==> config.mk <==
export PLATFORM = sky130hd
export DESIGN_NAME = civil_date_arithmetic
export DESIGN_NICKNAME = d
export VERILOG_FILES = /design/src/sv/cda_pkg.sv /design/src/sv/cda_count_terms.sv /design/src/sv/civil_date_arithmetic.sv
export SDC_FILE = /design/constraint.sdc
export NUM_CORES = 2
export LEC_CHECK = 0
export BUFFER_PORTS_ARGS = -buffer_cell sky130_fd_sc_hd__buf_2
export CORE_UTILIZATION = 40
export CTS_BUF_LIST = sky130_fd_sc_hd__clkbuf_4 sky130_fd_sc_hd__clkbuf_8
export DETAILED_ROUTE_END_ITERATION = 6
export MAX_ROUTING_LAYER = met4
export PLACE_DENSITY = 0.51
export SYNTH_ARGS = -nofsm -noshare
export SYNTH_HDL_FRONTEND = slang
export SYNTH_HIERARCHICAL = 1
export SYNTH_MEMORY_MAX_BITS = 65536
export SYNTH_SLANG_ARGS = --single-unit
==> constraint.sdc <==
create_clock -name clk -period 94.9 [get_ports clk]
set_input_delay 18.98 -clock clk [delete_from_list [all_inputs] [get_ports clk]]
set_output_delay 18.98 -clock clk [all_outputs]
set_load 0.03 [all_outputs]
==> src/sv/cda_pkg.sv <==
// ----------------------------------------------------------------------------
// cda_pkg
// Shared types, codes and constant-divide helpers for the civil date pipeline.
// ----------------------------------------------------------------------------
package cda_pkg;

  localparam logic [1:0] OP_WEEKDAY    = 2'd0;
  localparam logic [1:0] OP_ADD_DAYS   = 2'd1;
  localparam logic [1:0] OP_ADD_MONTHS = 2'd2;
  localparam logic [1:0] OP_ADD_YEARS  = 2'd3;

  localparam logic [1:0] ST_OK       = 2'd0;
  localparam logic [1:0] ST_BAD_DATE = 2'd1;
  localparam logic [1:0] ST_RANGE    = 2'd2;

  localparam logic [13:0] YEAR_MIN  = 14'd1900;
  localparam logic [13:0] YEAR_MAX  = 14'd9999;
  // day count of 10000-01-01
  localparam logic [22:0] DAY_LIMIT = 23'd3652365;
  localparam logic [17:0] ERA_LAST  = 18'd146096;

  typedef struct packed {
    logic [1:0]  op;
    logic [13:0] year;
    logic [3:0]  month;
    logic [4:0]  day;
    logic [21:0] amount;
  } req_t;

  typedef struct packed {
    logic [1:0]  status;
    logic [13:0] out_year;
    logic [3:0]  out_month;
    logic [4:0]  out_day;
    logic [2:0]  weekday;
  } rsp_t;

  typedef struct packed {
    logic [21:0] ya365;
    logic [11:0] q4;
    logic [7:0]  q100;
    logic [5:0]  q400;
    logic [8:0]  doy;
  } terms_t;

  function automatic logic [7:0] div100(input logic [13:0] x);
    logic [26:0] p;
    p = 27'(x) * 27'd5243;
    return p[26:19];
  endfunction

  function automatic logic [19:0] div12(input logic [22:0] x);
    logic [45:0] p;
    p = 46'(x) * 46'd5592406;
    return p[45:26];
  endfunction

  function automatic logic [4:0] div146097(input logic [21:0] x);
    logic [43:0] p;
    p = 44'(x) * 44'd3762951;
    return p[43:39];
  endfunction

  function automatic logic [7:0] div1460(input logic [17:0] x);
    logic [35:0] p;
    p = 36'(x) * 36'd183860;
    return p[35:28];
  endfunction

  function automatic logic [2:0] div36524(input logic [17:0] x);
    logic [36:0] p;
    p = 37'(x) * 37'd470373;
    return p[36:34];
  endfunction

  function automatic logic [9:0] div365(input logic [17:0] x);
    logic [35:0] p;
    p = 36'(x) * 36'd183860;
    return p[35:26];
  endfunction

  function automatic logic [3:0] div153(input logic [10:0] x);
    logic [23:0] p;
    p = 24'(x) * 24'd6854;
    return p[23:20];
  endfunction

  function automatic logic [8:0] div5(input logic [10:0] x);
    logic [24:0] p;
    p = 25'(x) * 25'd13108;
    return p[24:16];
  endfunction

  function automatic logic [19:0] div7(input logic [21:0] x);
    logic [44:0] p;
    p = 45'(x) * 45'd4793491;
    return p[44:25];
  endfunction

  function automatic logic leap_of(input logic [13:0] y);
    logic [7:0]  q;
    logic [13:0] r;
    q = div100(y);
    r = y - 14'({6'd0, q} * 14'd100);
    return (y[1:0] == 2'd0) && ((r != 14'd0) || (q[1:0] == 2'd0));
  endfunction

  function automatic logic [4:0] dim_of(input logic [3:0] m, input logic leap);
    case (m)
      4'd2:    return leap ? 5'd29 : 5'd28;
      4'd4:    return 5'd30;
      4'd6:    return 5'd30;
      4'd9:    return 5'd30;
      4'd11:   return 5'd30;
      default: return 5'd31;
    endcase
  endfunction

  // days before month index, year starting in March
  function automatic logic [8:0] cum_days(input logic [3:0] mi);
    case (mi)
      4'd0:    return 9'd0;
      4'd1:    return 9'd31;
      4'd2:    return 9'd61;
      4'd3:    return 9'd92;
      4'd4:    return 9'd122;
      4'd5:    return 9'd153;
      4'd6:    return 9'd184;
      4'd7:    return 9'd214;
      4'd8:    return 9'd245;
      4'd9:    return 9'd275;
      4'd10:   return 9'd306;
      4'd11:   return 9'd337;
      default: return 9'd0;
    endcase
  endfunction

endpackage

==> src/sv/cda_count_terms.sv <==
// ----------------------------------------------------------------------------
// cda_count_terms
// Partial terms of the day count of a date; their sum is days since 0000-03-01.
// ----------------------------------------------------------------------------
module cda_count_terms import cda_pkg::*; (
  input  logic [13:0] y,
  input  logic [3:0]  m,
  input  logic [4:0]  d,
  output terms_t      terms
);

  logic [13:0] ya;
  logic [3:0]  mi;

  assign ya = (m <= 4'd2) ? y - 14'd1 : y;
  assign mi = (m > 4'd2) ? m - 4'd3 : m + 4'd9;

  always_comb begin
    terms.ya365 = 22'({8'd0, ya} * 22'd365);
    terms.q4    = ya[13:2];
    terms.q100  = div100(ya);
    terms.q400  = terms.q100[7:2];
    terms.doy   = cum_days(mi) + 9'(d) - 9'd1;
  end

endmodule

==> src/sv/civil_date_arithmetic.sv <==
// ----------------------------------------------------------------------------
// civil_date_arithmetic
// Gregorian date checker and adder: weekday, add days, months or years.
// ----------------------------------------------------------------------------
// One item enters per cycle while the result side is not stalled; its result
// appears on rsp once it has run through every stage of the pipeline (date
// to day count, count back to a date, clamp, weekday). A stall on the result
// side freezes every stage at once, so nothing is lost or repeated.
module civil_date_arithmetic import cda_pkg::*; (
  input  logic clk,
  input  logic rst,
  input  logic req_valid,
  output logic req_ready,
  input  req_t req,
  output logic rsp_valid,
  input  logic rsp_ready,
  output rsp_t rsp
);

  localparam int NST = 13;

  typedef struct packed {
    logic [1:0]  op;
    logic [13:0] y;
    logic [3:0]  m;
    logic [4:0]  d;
    logic [21:0] amt;
    logic        bad;
    terms_t      tm;
    logic [22:0] total;
    logic [22:0] ry3;
    logic [22:0] csum;
    logic [19:0] q12;
    logic [4:0]  era;
    logic        ovf;
    logic [3:0]  r12;
    logic [17:0] doe;
    logic [7:0]  a1460;
    logic [2:0]  b36524;
    logic        c146096;
    logic [9:0]  yoe;
    logic [8:0]  doyb;
    logic [3:0]  mp;
    logic [13:0] ry;
    logic [3:0]  rm;
    logic [4:0]  rd;
    logic [4:0]  rdp;
    logic [1:0]  status;
    logic [21:0] fcnt;
    logic [19:0] q7;
  } tok_t;

  tok_t           st [NST];
  tok_t           nx [NST];
  logic [NST-1:0] vld;
  logic           adv;
  terms_t         tin;
  terms_t         tout;
  rsp_t           rsp_next;
  logic [21:0]    rem7;
  logic [3:0]     m3;
  logic [4:0]     lim;

  assign adv       = !rsp_valid || rsp_ready;
  assign req_ready = adv;

  cda_count_terms u_terms_in (
    .y     (req.year),
    .m     (req.month),
    .d     (req.day),
    .terms (tin)
  );

  cda_count_terms u_terms_out (
    .y     (st[9].ry),
    .m     (st[9].rm),
    .d     (st[9].rd),
    .terms (tout)
  );

  // check input, split day count, month total
  always_comb begin
    nx[0]       = st[0];
    nx[0].op    = req.op;
    nx[0].y     = req.year;
    nx[0].m     = req.month;
    nx[0].d     = req.day;
    nx[0].amt   = req.amount;
    nx[0].bad   = (req.year < YEAR_MIN) || (req.year > YEAR_MAX) || (req.month == 4'd0)
                  || (req.month > 4'd12) || (req.day == 5'd0)
                  || (req.day > dim_of(req.month, leap_of(req.year)));
    nx[0].tm    = tin;
    nx[0].total = 23'({9'd0, req.year} * 23'd12) + 23'(req.month) - 23'd1 + 23'(req.amount);
    nx[0].ry3   = 23'(req.year) + 23'(req.amount);
  end

  always_comb begin
    nx[1]      = st[0];
    nx[1].csum = 23'(st[0].tm.ya365) + 23'(st[0].tm.q4) - 23'(st[0].tm.q100)
                 + 23'(st[0].tm.q400) + 23'(st[0].tm.doy) + 23'(st[0].amt);
    nx[1].q12  = div12(st[0].total);
  end

  always_comb begin
    nx[2]     = st[1];
    nx[2].era = div146097(st[1].csum[21:0]);
    nx[2].r12 = 4'(st[1].total - 23'({3'd0, st[1].q12} * 23'd12));
    case (st[1].op)
      OP_ADD_DAYS:   nx[2].ovf = st[1].csum >= DAY_LIMIT;
      OP_ADD_MONTHS: nx[2].ovf = st[1].q12 > 20'(YEAR_MAX);
      OP_ADD_YEARS:  nx[2].ovf = st[1].ry3 > 23'(YEAR_MAX);
      default:       nx[2].ovf = 1'b0;
    endcase
  end

  always_comb begin
    nx[3]     = st[2];
    nx[3].doe = 18'(st[2].csum - 23'({18'd0, st[2].era} * 23'd146097));
  end

  always_comb begin
    nx[4]         = st[3];
    nx[4].a1460   = div1460(st[3].doe);
    nx[4].b36524  = div36524(st[3].doe);
    nx[4].c146096 = st[3].doe == ERA_LAST;
  end

  always_comb begin
    nx[5]     = st[4];
    nx[5].yoe = div365(st[4].doe - 18'(st[4].a1460) + 18'(st[4].b36524)
                       - 18'(st[4].c146096));
  end

  always_comb begin
    nx[6]      = st[5];
    nx[6].doyb = 9'(st[5].doe - (18'({8'd0, st[5].yoe} * 18'd365) + 18'(st[5].yoe[9:2])
                 - 18'(div100(14'(st[5].yoe)))));
  end

  always_comb begin
    nx[7]    = st[6];
    nx[7].mp = div153(11'({2'd0, st[6].doyb} * 11'd5) + 11'd2);
  end

  // rebuild date from count, pick result date by op
  always_comb begin
    nx[8] = st[7];
    m3    = (st[7].mp < 4'd10) ? st[7].mp + 4'd3 : st[7].mp - 4'd9;
    case (st[7].op)
      OP_ADD_DAYS: begin
        nx[8].ry  = 14'(st[7].yoe) + 14'({9'd0, st[7].era} * 14'd400)
                    + ((m3 <= 4'd2) ? 14'd1 : 14'd0);
        nx[8].rm  = m3;
        nx[8].rdp = 5'(st[7].doyb - div5(11'({7'd0, st[7].mp} * 11'd153) + 11'd2) + 9'd1);
      end
      OP_ADD_MONTHS: begin
        nx[8].ry  = st[7].q12[13:0];
        nx[8].rm  = st[7].r12 + 4'd1;
        nx[8].rdp = st[7].d;
      end
      OP_ADD_YEARS: begin
        nx[8].ry  = st[7].ry3[13:0];
        nx[8].rm  = st[7].m;
        nx[8].rdp = st[7].d;
      end
      default: begin
        nx[8].ry  = st[7].y;
        nx[8].rm  = st[7].m;
        nx[8].rdp = st[7].d;
      end
    endcase
  end

  // clamp day, settle status
  always_comb begin
    nx[9] = st[8];
    lim   = dim_of(st[8].rm, leap_of(st[8].ry));
    if ((st[8].op == OP_ADD_MONTHS || st[8].op == OP_ADD_YEARS) && st[8].rdp > lim) begin
      nx[9].rd = lim;
    end else begin
      nx[9].rd = st[8].rdp;
    end
    if (st[8].bad) begin
      nx[9].status = ST_BAD_DATE;
    end else if (st[8].ovf) begin
      nx[9].status = ST_RANGE;
    end else begin
      nx[9].status = ST_OK;
    end
  end

  always_comb begin
    nx[10]    = st[9];
    nx[10].tm = tout;
  end

  always_comb begin
    nx[11]      = st[10];
    nx[11].fcnt = st[10].tm.ya365 + 22'(st[10].tm.q4) - 22'(st[10].tm.q100)
                  + 22'(st[10].tm.q400) + 22'(st[10].tm.doy);
  end

  always_comb begin
    nx[12]    = st[11];
    nx[12].q7 = div7(st[11].fcnt);
  end

  always_comb begin
    rem7     = st[12].fcnt - 22'({2'd0, st[12].q7} * 22'd7);
    rsp_next = '0;
    rsp_next.status = st[12].status;
    if (st[12].status == ST_OK) begin
      rsp_next.out_year  = st[12].ry;
      rsp_next.out_month = st[12].rm;
      rsp_next.out_day   = st[12].rd;
      rsp_next.weekday   = (rem7[2:0] >= 3'd4) ? rem7[2:0] - 3'd4 : rem7[2:0] + 3'd3;
    end
  end

  always_ff @(posedge clk) begin
    if (adv) begin
      for (int k = 0; k < NST; k++) begin
        st[k] <= nx[k];
      end
      rsp <= rsp_next;
    end
  end

  always_ff @(posedge clk) begin
    if (rst) begin
      vld       <= '0;
      rsp_valid <= 1'b0;
    end else if (adv) begin
      vld       <= {vld[NST-2:0], req_valid};
      rsp_valid <= vld[NST-1];
    end
  end

  a_enter: assert property (@(posedge clk) disable iff (rst)
    req_valid && req_ready |=> vld[0])
    else $error("accepted item missing from first stage");

  a_zero: assert property (@(posedge clk) disable iff (rst)
    rsp_valid && rsp.status != ST_OK |-> rsp.out_year == 14'd0 && rsp.out_month == 4'd0
      && rsp.out_day == 5'd0 && rsp.weekday == 3'd0)
    else $error("fields not cleared on error status");

  a_range: assert property (@(posedge clk) disable iff (rst)
    rsp_valid && rsp.status == ST_OK |-> rsp.out_year >= YEAR_MIN
      && rsp.out_year <= YEAR_MAX && rsp.out_month >= 4'd1 && rsp.out_month <= 4'd12
      && rsp.out_day >= 5'd1 && rsp.weekday <= 3'd6)
    else $error("result date out of range");

  a_clamp: assert property (@(posedge clk) disable iff (rst)
    vld[9] && st[9].status == ST_OK
      && (st[9].op == OP_ADD_MONTHS || st[9].op == OP_ADD_YEARS) |-> st[9].rd <= st[9].d)
    else $error("clamped day above input day");

endmodule
# --- Word-level counts from Yosys, hierarchy flattened ---
# Memories as Yosys holds them, arrays and structs flattened.
# Index checks and enable logic that the tools add are counted.
word_totals:
  reg_bits: 42
  mem_bits_rw: 4277
  mem_bits_ro: 288
  mem_count: 3
memory_table:
  columns: ["name", "words", "width", "rd", "rd_clocked_by_memory_dff", "wr", "line", "text"]
  rows:
  - ["st", 13, 329, 13, 0, 13, "civil_date_arithmetic.sv:53", "tok_t st [NST];"]
  - ["(name not given)", 16, 9, 1, 0, 0, "cda_pkg.sv:121", "case (mi)"]
  - ["(name not given)", 16, 9, 1, 0, 0, "cda_pkg.sv:121", null]
classes:
  addsub: 45
  n_mul: 25
  n_lt_le_gt_ge: 15
  eq_ne: 19
  n_mux: 19
  reduce_logical: 24
ops:
  columns: ["cell", "count"]
  rows:
  - ["14-bit by 13-bit multiplier with 27-bit output, second input constant", 4]
  - ["18-bit by 16-bit multiplier with 34-bit output, second input constant", 2]
  - ["18-bit one-hot mux with 3 select lines", 1]
  - ["23-bit by 22-bit adder with 23-bit output", 2]
  - ["22-bit by 23-bit multiplier with 45-bit output, second input constant", 1]
  - ["23-bit by 22-bit multiplier with 45-bit output, second input constant", 1]
  - ["14-bit by 9-bit multiplier with 22-bit output, second input constant", 2]
  - ["22-bit by 22-bit multiplier with 44-bit output, second input constant", 1]
  - ["18-bit by 19-bit multiplier with 37-bit output, second input constant", 1]
  - ["14-bit 2-to-1 mux", 2]
  - ["14-bit nonzero test", 2]
  - ["14-bit by 1-bit subtractor with 14-bit output, second input constant", 2]
  - ["14-bit subtractor", 2]
  - ["8-bit by 5-bit multiplier with 12-bit output, second input constant", 2]
  - ["14-bit by 22-bit adder with 23-bit output", 1]
  - ["22-bit by 12-bit adder with 23-bit output", 1]
  - ["23-bit by 6-bit adder with 23-bit output", 1]
  - ["23-bit by 9-bit adder with 23-bit output", 1]
  - ["23-bit by 22-bit greater-or-equal comparator with 1-bit output, second input constant", 1]
  - ["23-bit by 14-bit > comparator with 1-bit output, second input constant", 1]
  - ["10-bit by 13-bit multiplier with 23-bit output, second input constant", 1]
  - ["11-bit by 12-bit multiplier with 23-bit output, second input constant", 1]
  - ["23-bit by 8-bit subtractor with 23-bit output", 1]
  - ["11-bit by 2-bit adder with 11-bit output, second input constant", 2]
  - ["other kinds (66)", 111]

# --- Depth between registers and ports, before layout ---
# An unclocked memory read counts as a cell.
depth:
  ltp_word: 12
  depth_mapped: 45

# --- Hierarchy ---
# The synthesis kept the hierarchy.
modules_own_cells:
  columns: ["mod", "instances", "cells_per_inst", "area_each_um2"]
  rows:
  - ["civil_date_arithmetic", 1, 7752, 94405.5]
  - ["cda_count_terms", 2, 723, 6359.8]

# --- Worst setup path before layout ---
# OpenSTA, ideal clock, no wires.
synth_timing:
  kind: "input to output"
  from: "in rsp_ready"
  to: "out req_ready"
  arrival_time_ns: 46.288
  t_required_ns: 75.920
  slack_ns: 29.632
  cell_stages: 3
  path_cell_list: "nor2b_1 > inv_1 > clkbuf_1"
synth_via:
  elab_chain_cells: 1
synth_rtl:
  columns: ["element", "line", "text"]
  rows:
  - ["from (decl)", "civil_date_arithmetic.sv:16", "input logic rsp_ready,"]
  - ["1-bit logical OR", "civil_date_arithmetic.sv:64", "assign adv = !rsp_valid || rsp_ready;"]
  - ["to (decl)", "civil_date_arithmetic.sv:13", "output logic req_ready,"]
# No other way between the ends.

# --- Worst setup path after layout ---
# Ends and elaborated chain as after synthesis.

==> qor.csv <==
stage;metric;value;unit
outcome;status;finished clean;
synthesis;main area contributors after synthesis;edfxtp_1 (28%), fa_1 (25%), ha_1 (25%), inv_1 (8.8%), xnor2_1 (2.6%);
floorplan;starting density of the core;40.3;%
drt;wire per inst;17.1;um
drt;DRC violations left;0;
synthesis;Syn Area/Cell;11.6;sq um
placed_design;HPWL after DPL;189000;um
sta;Final Setup Violations;0;
sta;Final Hold Fails;0;
placed_design;DP Cell Count;12800;
critical_path;CP Data Arrival Time;20.76;ns
cts;Clock Tree Root;clkbuf_8;
worst_hold_path;hold path endpoint;st[1][191];
layout;Fill cells;25000;
layout;register area;30100;sq um
cts;post_cts resized;0;
worst_hold_path;hold path startpoint;st[0][191];
synthesis;synth unique cells;100;
sta;RSZ-0062 raised after global routing;no;
critical_path;Worst Setup Start Kind;input pin;
grt;GRT Util Overall;17.9;%
cts;Post-CTS Repair Setup Buffers;0;
floorplan;die area;270000;sq um
layout;Synth-to-Final Area Change;8.15;%
grt;largest net degree at the start of global routing;92;
synthesis;Synth Instances;9198;
job;MaxCap Viol Count;0;
cts;CTS tree;done;
synthesis;Post-synth EDFFs;993;
drt;vias per inst;4.72;
drt;DR iter-0 viols;2292;
cts;# H-tree levels;4;
sta;worst-margin pin slew;1.19;ns
layout;area of the multi-input gates;67400;sq um
synthesis;Mapped Nets;12700;
layout;fin cells;13200;
synthesis;Synth area leader;edfxtp_1;
cts;Reg clk slew, reported paths;0.05;ns
floorplan;die width;520;um
grt;vias in the first global route;68200;
synthesis;FF+latch count, synth;1007;
critical_path;critical path's most frequent cell;buf_2;
floorplan;Die Ht;520;um
critical_path;FF-to-FF End;st[9][49];
grt;initial antenna violation count;13;
grt;GR Overflow Total;0;
critical_path;worst path required time;75.92;ns
critical_path;Worst Reg-to-Reg Cells;43;
layout;final-stage net count;13000;
cts;clock sink count;1007;
synthesis;Synth Warn #;6;
synthesis;Seq/Total Area, Yosys;28.1;%
placed_design;port bufs;80;
sta;min Tclk post-route;39.74;ns
synthesis;Syn Std Cell Area;107000;sq um
drt;iteration count of the initial detailed-routing pass;6;
sta;period utilisation layout;41.9;%
floorplan;FP Rows;189;
critical_path;crit-path cells;buf_2 -> nor2b_1 -> inv_8 -> buf_2;
floorplan;I/O pin count;81;
synthesis;asr flop ratio synth;0;%
drt;DRT antenna net count;0;
sta;Final Max Slew Viols;0;
sta;max_slew headroom;20.2;%
cts;later-pin clock latency in the skew report;0.91;ns
sta;fmax;25.2;MHz
placed_design;GPL Wtd Cong;0.884;
critical_path;R2R Setup Slk;83.87;ns
synthesis;most used flip-flop cell after synthesis;edfxtp_1;
critical_path;crit end category;output pin;
worst_hold_path;worst min path class;flop to flop;
critical_path;FF-to-FF Start;st[8][69];
sta;Fin Setup TNS;0;ns
critical_path;Slowest cell on crit path;nor2b_1;
synthesis;area share of the largest cell type after synthesis;27.8;%
cts;cts bufs inserted;176;
worst_hold_path;depth of the worst hold-timing path;0;
sta;clk_skew;0.0687;ns
cts;CTS max path bufs;3;
cts;Hold Buf Count CTS;0;
critical_path;crit path max fanout;88;
critical_path;CP max stage delay;0.90;ns
drt;WL final;225000;um
layout;share of cells above drive strength 1;5.51;%
grt;first-pass GRT wire length;369000;um
drt;vias;62100;
critical_path;Worst Path Class, Setup;input pin to output pin;
floorplan;Core Footprint;266000;sq um
==> per-stage QoR <==
step	cell area, sq um	hold slack [ns]	utilization [%]	setup WS (ns)
global placement	112000	0.401	42.2	55.16
detailed placement	112000	0.405	42.2	55.13
floorplan	107000	0.400	-	29.63
global route	116000	0.367	43.6	54.96
finish	116000	0.386	43.6	55.16
CTS	116000	0.370	43.6	55.13
==> cell families (layout without fill, tap and decap cells) <==
group,count (synthesis),after routing,synth area share [%]
muxes,32,32,0.466
and+or+nand+nor,891,891,4.20
other,0,13,0
adders and majority gates,3437,3437,49.4
buffers and inverters,2551,2964,9.00
xor gates and xnor gates,430,430,3.55
DFF,1007,1007,28.1
AOI/OAI and AO/OA,850,850,5.27
==> critical path, delay by kind of cell <==
family	cells	cell delay, ns
buffers and inverters	3	0.87
AND/OR/NAND/NOR	1	0.90
==> worst max-delay path by stage <==
| stage | start | end | slack, ns | depth (start not counted) |
|---|---|---|---|---|
| after detailed placement | rsp_ready | req_ready | 55.13 | 4 |
| after global routing | rsp_ready | req_ready | 54.96 | 4 |
| after global placement | rsp_ready | req_ready | 55.16 | 4 |
| final | rsp_ready | req_ready | 55.16 | 4 |
| after floorplan | rsp_ready | req_ready | 29.63 | 3 |
| after CTS | rsp_ready | req_ready | 55.13 | 4 |
==> routing by layer <==
metal	up-vias	global-route usage, %	routed length [um]	part of all wire (%)
met5	-	-	0	0
met4	0	3.22	3340	1.5
met3	218	2.10	5760	2.6
met2	623	30.0	110000	49
met1	30800	23.5	107000	47
li1	30500	-	-	-
==> state kept, by name, indices dropped and copies added, names as in the netlist <==
| signal | flops |
|---|---|
| rsp | 28 |
| rsp_valid | 1 |
| st | 965 |
| vld | 13 |
==> cell usage after synthesis (8+ instances only) <==
| cell type | instances |
|---|---|
| dfxtp_1 | 14 |
| o211ai_1 | 18 |
| nor2b_1 | 50 |
| o21ai_1 | 13 |
| a211oi_1 | 34 |
| buf_4 | 13 |
| a21boi_0 | 12 |
| o21bai_1 | 57 |
| inv_1 | 2505 |
| o21ai_0 | 135 |
| edfxtp_1 | 993 |
| o21a_1 | 36 |
| or2_2 | 27 |
| nor4_1 | 10 |
| nand2_1 | 206 |
| o31ai_1 | 17 |
| or4_1 | 9 |
| and3_1 | 37 |
| nand2b_1 | 32 |
| a2111o_1 | 8 |
| nor2_1 | 206 |
| ha_1 | 2112 |
| a21oi_2 | 8 |
| a31oi_1 | 30 |
| xnor2_1 | 322 |
| mux2i_1 | 15 |
| nand4_1 | 31 |
| xor2_1 | 103 |
| clkbuf_1 | 20 |
| mux4_2 | 14 |
| nor3b_1 | 8 |
| a2111oi_0 | 12 |
| a21o_1 | 99 |
| o2111ai_1 | 13 |
| fa_1 | 1324 |
| nand3_1 | 92 |
| or3_1 | 20 |
| and2_1 | 32 |
| nor3_1 | 89 |
| a21oi_1 | 262 |
==> cells in the final DEF (no fill, tap or decap), types with 14 or more instances in the layout <==
cell      synthesis  layout
nor2_1          206     205
inv_1          2505    2504
or2_2            27      27
a31oi_1          30      30
clkinv_2          0      14
nand3_1          92      92
nor2b_1          50      50
dfxtp_1          14      14
edfxtp_1        993     993
and2_1           32      32
nand2b_1         32      32
xnor2_1         322     321
o21a_1           36      36
clkinv_1          0      36
clkbuf_4          0      59
o211ai_1         18      18
or3_1            20      20
mux4_2           14      14
fa_1           1324    1324
nand2_1         206     206
buf_2             4      80
xor2_1          103     103
o21ai_0         135     135
and3_1           37      37
clkbuf_8          0     176
o21bai_1         57      57
buf_4            13      62
mux2i_1          15      15
ha_1           2112    2112
a211oi_1         34      34
nor3_1           89      89
a21o_1           99      99
a21oi_1         262     262
nand4_1          31      31
o31ai_1          17      17
==> cell type report <==
cell class                      instances  share of cell area (%)
Multi-Input combinational cell       5640                    58.2
Sequential cell                      1007                    26.0
Inverter                             2510                    8.14
Tap cell                             3533                    3.82
Clock buffer                          235                    2.47
Timing Repair Buffer                  142                   0.747
Clock inverter                         77                   0.651
Antenna cell                           13                  0.0281
Power is left out: the tool's default activity adds up to more than one toggle a clock period on the data nets, which glitch-free logic cannot reach.
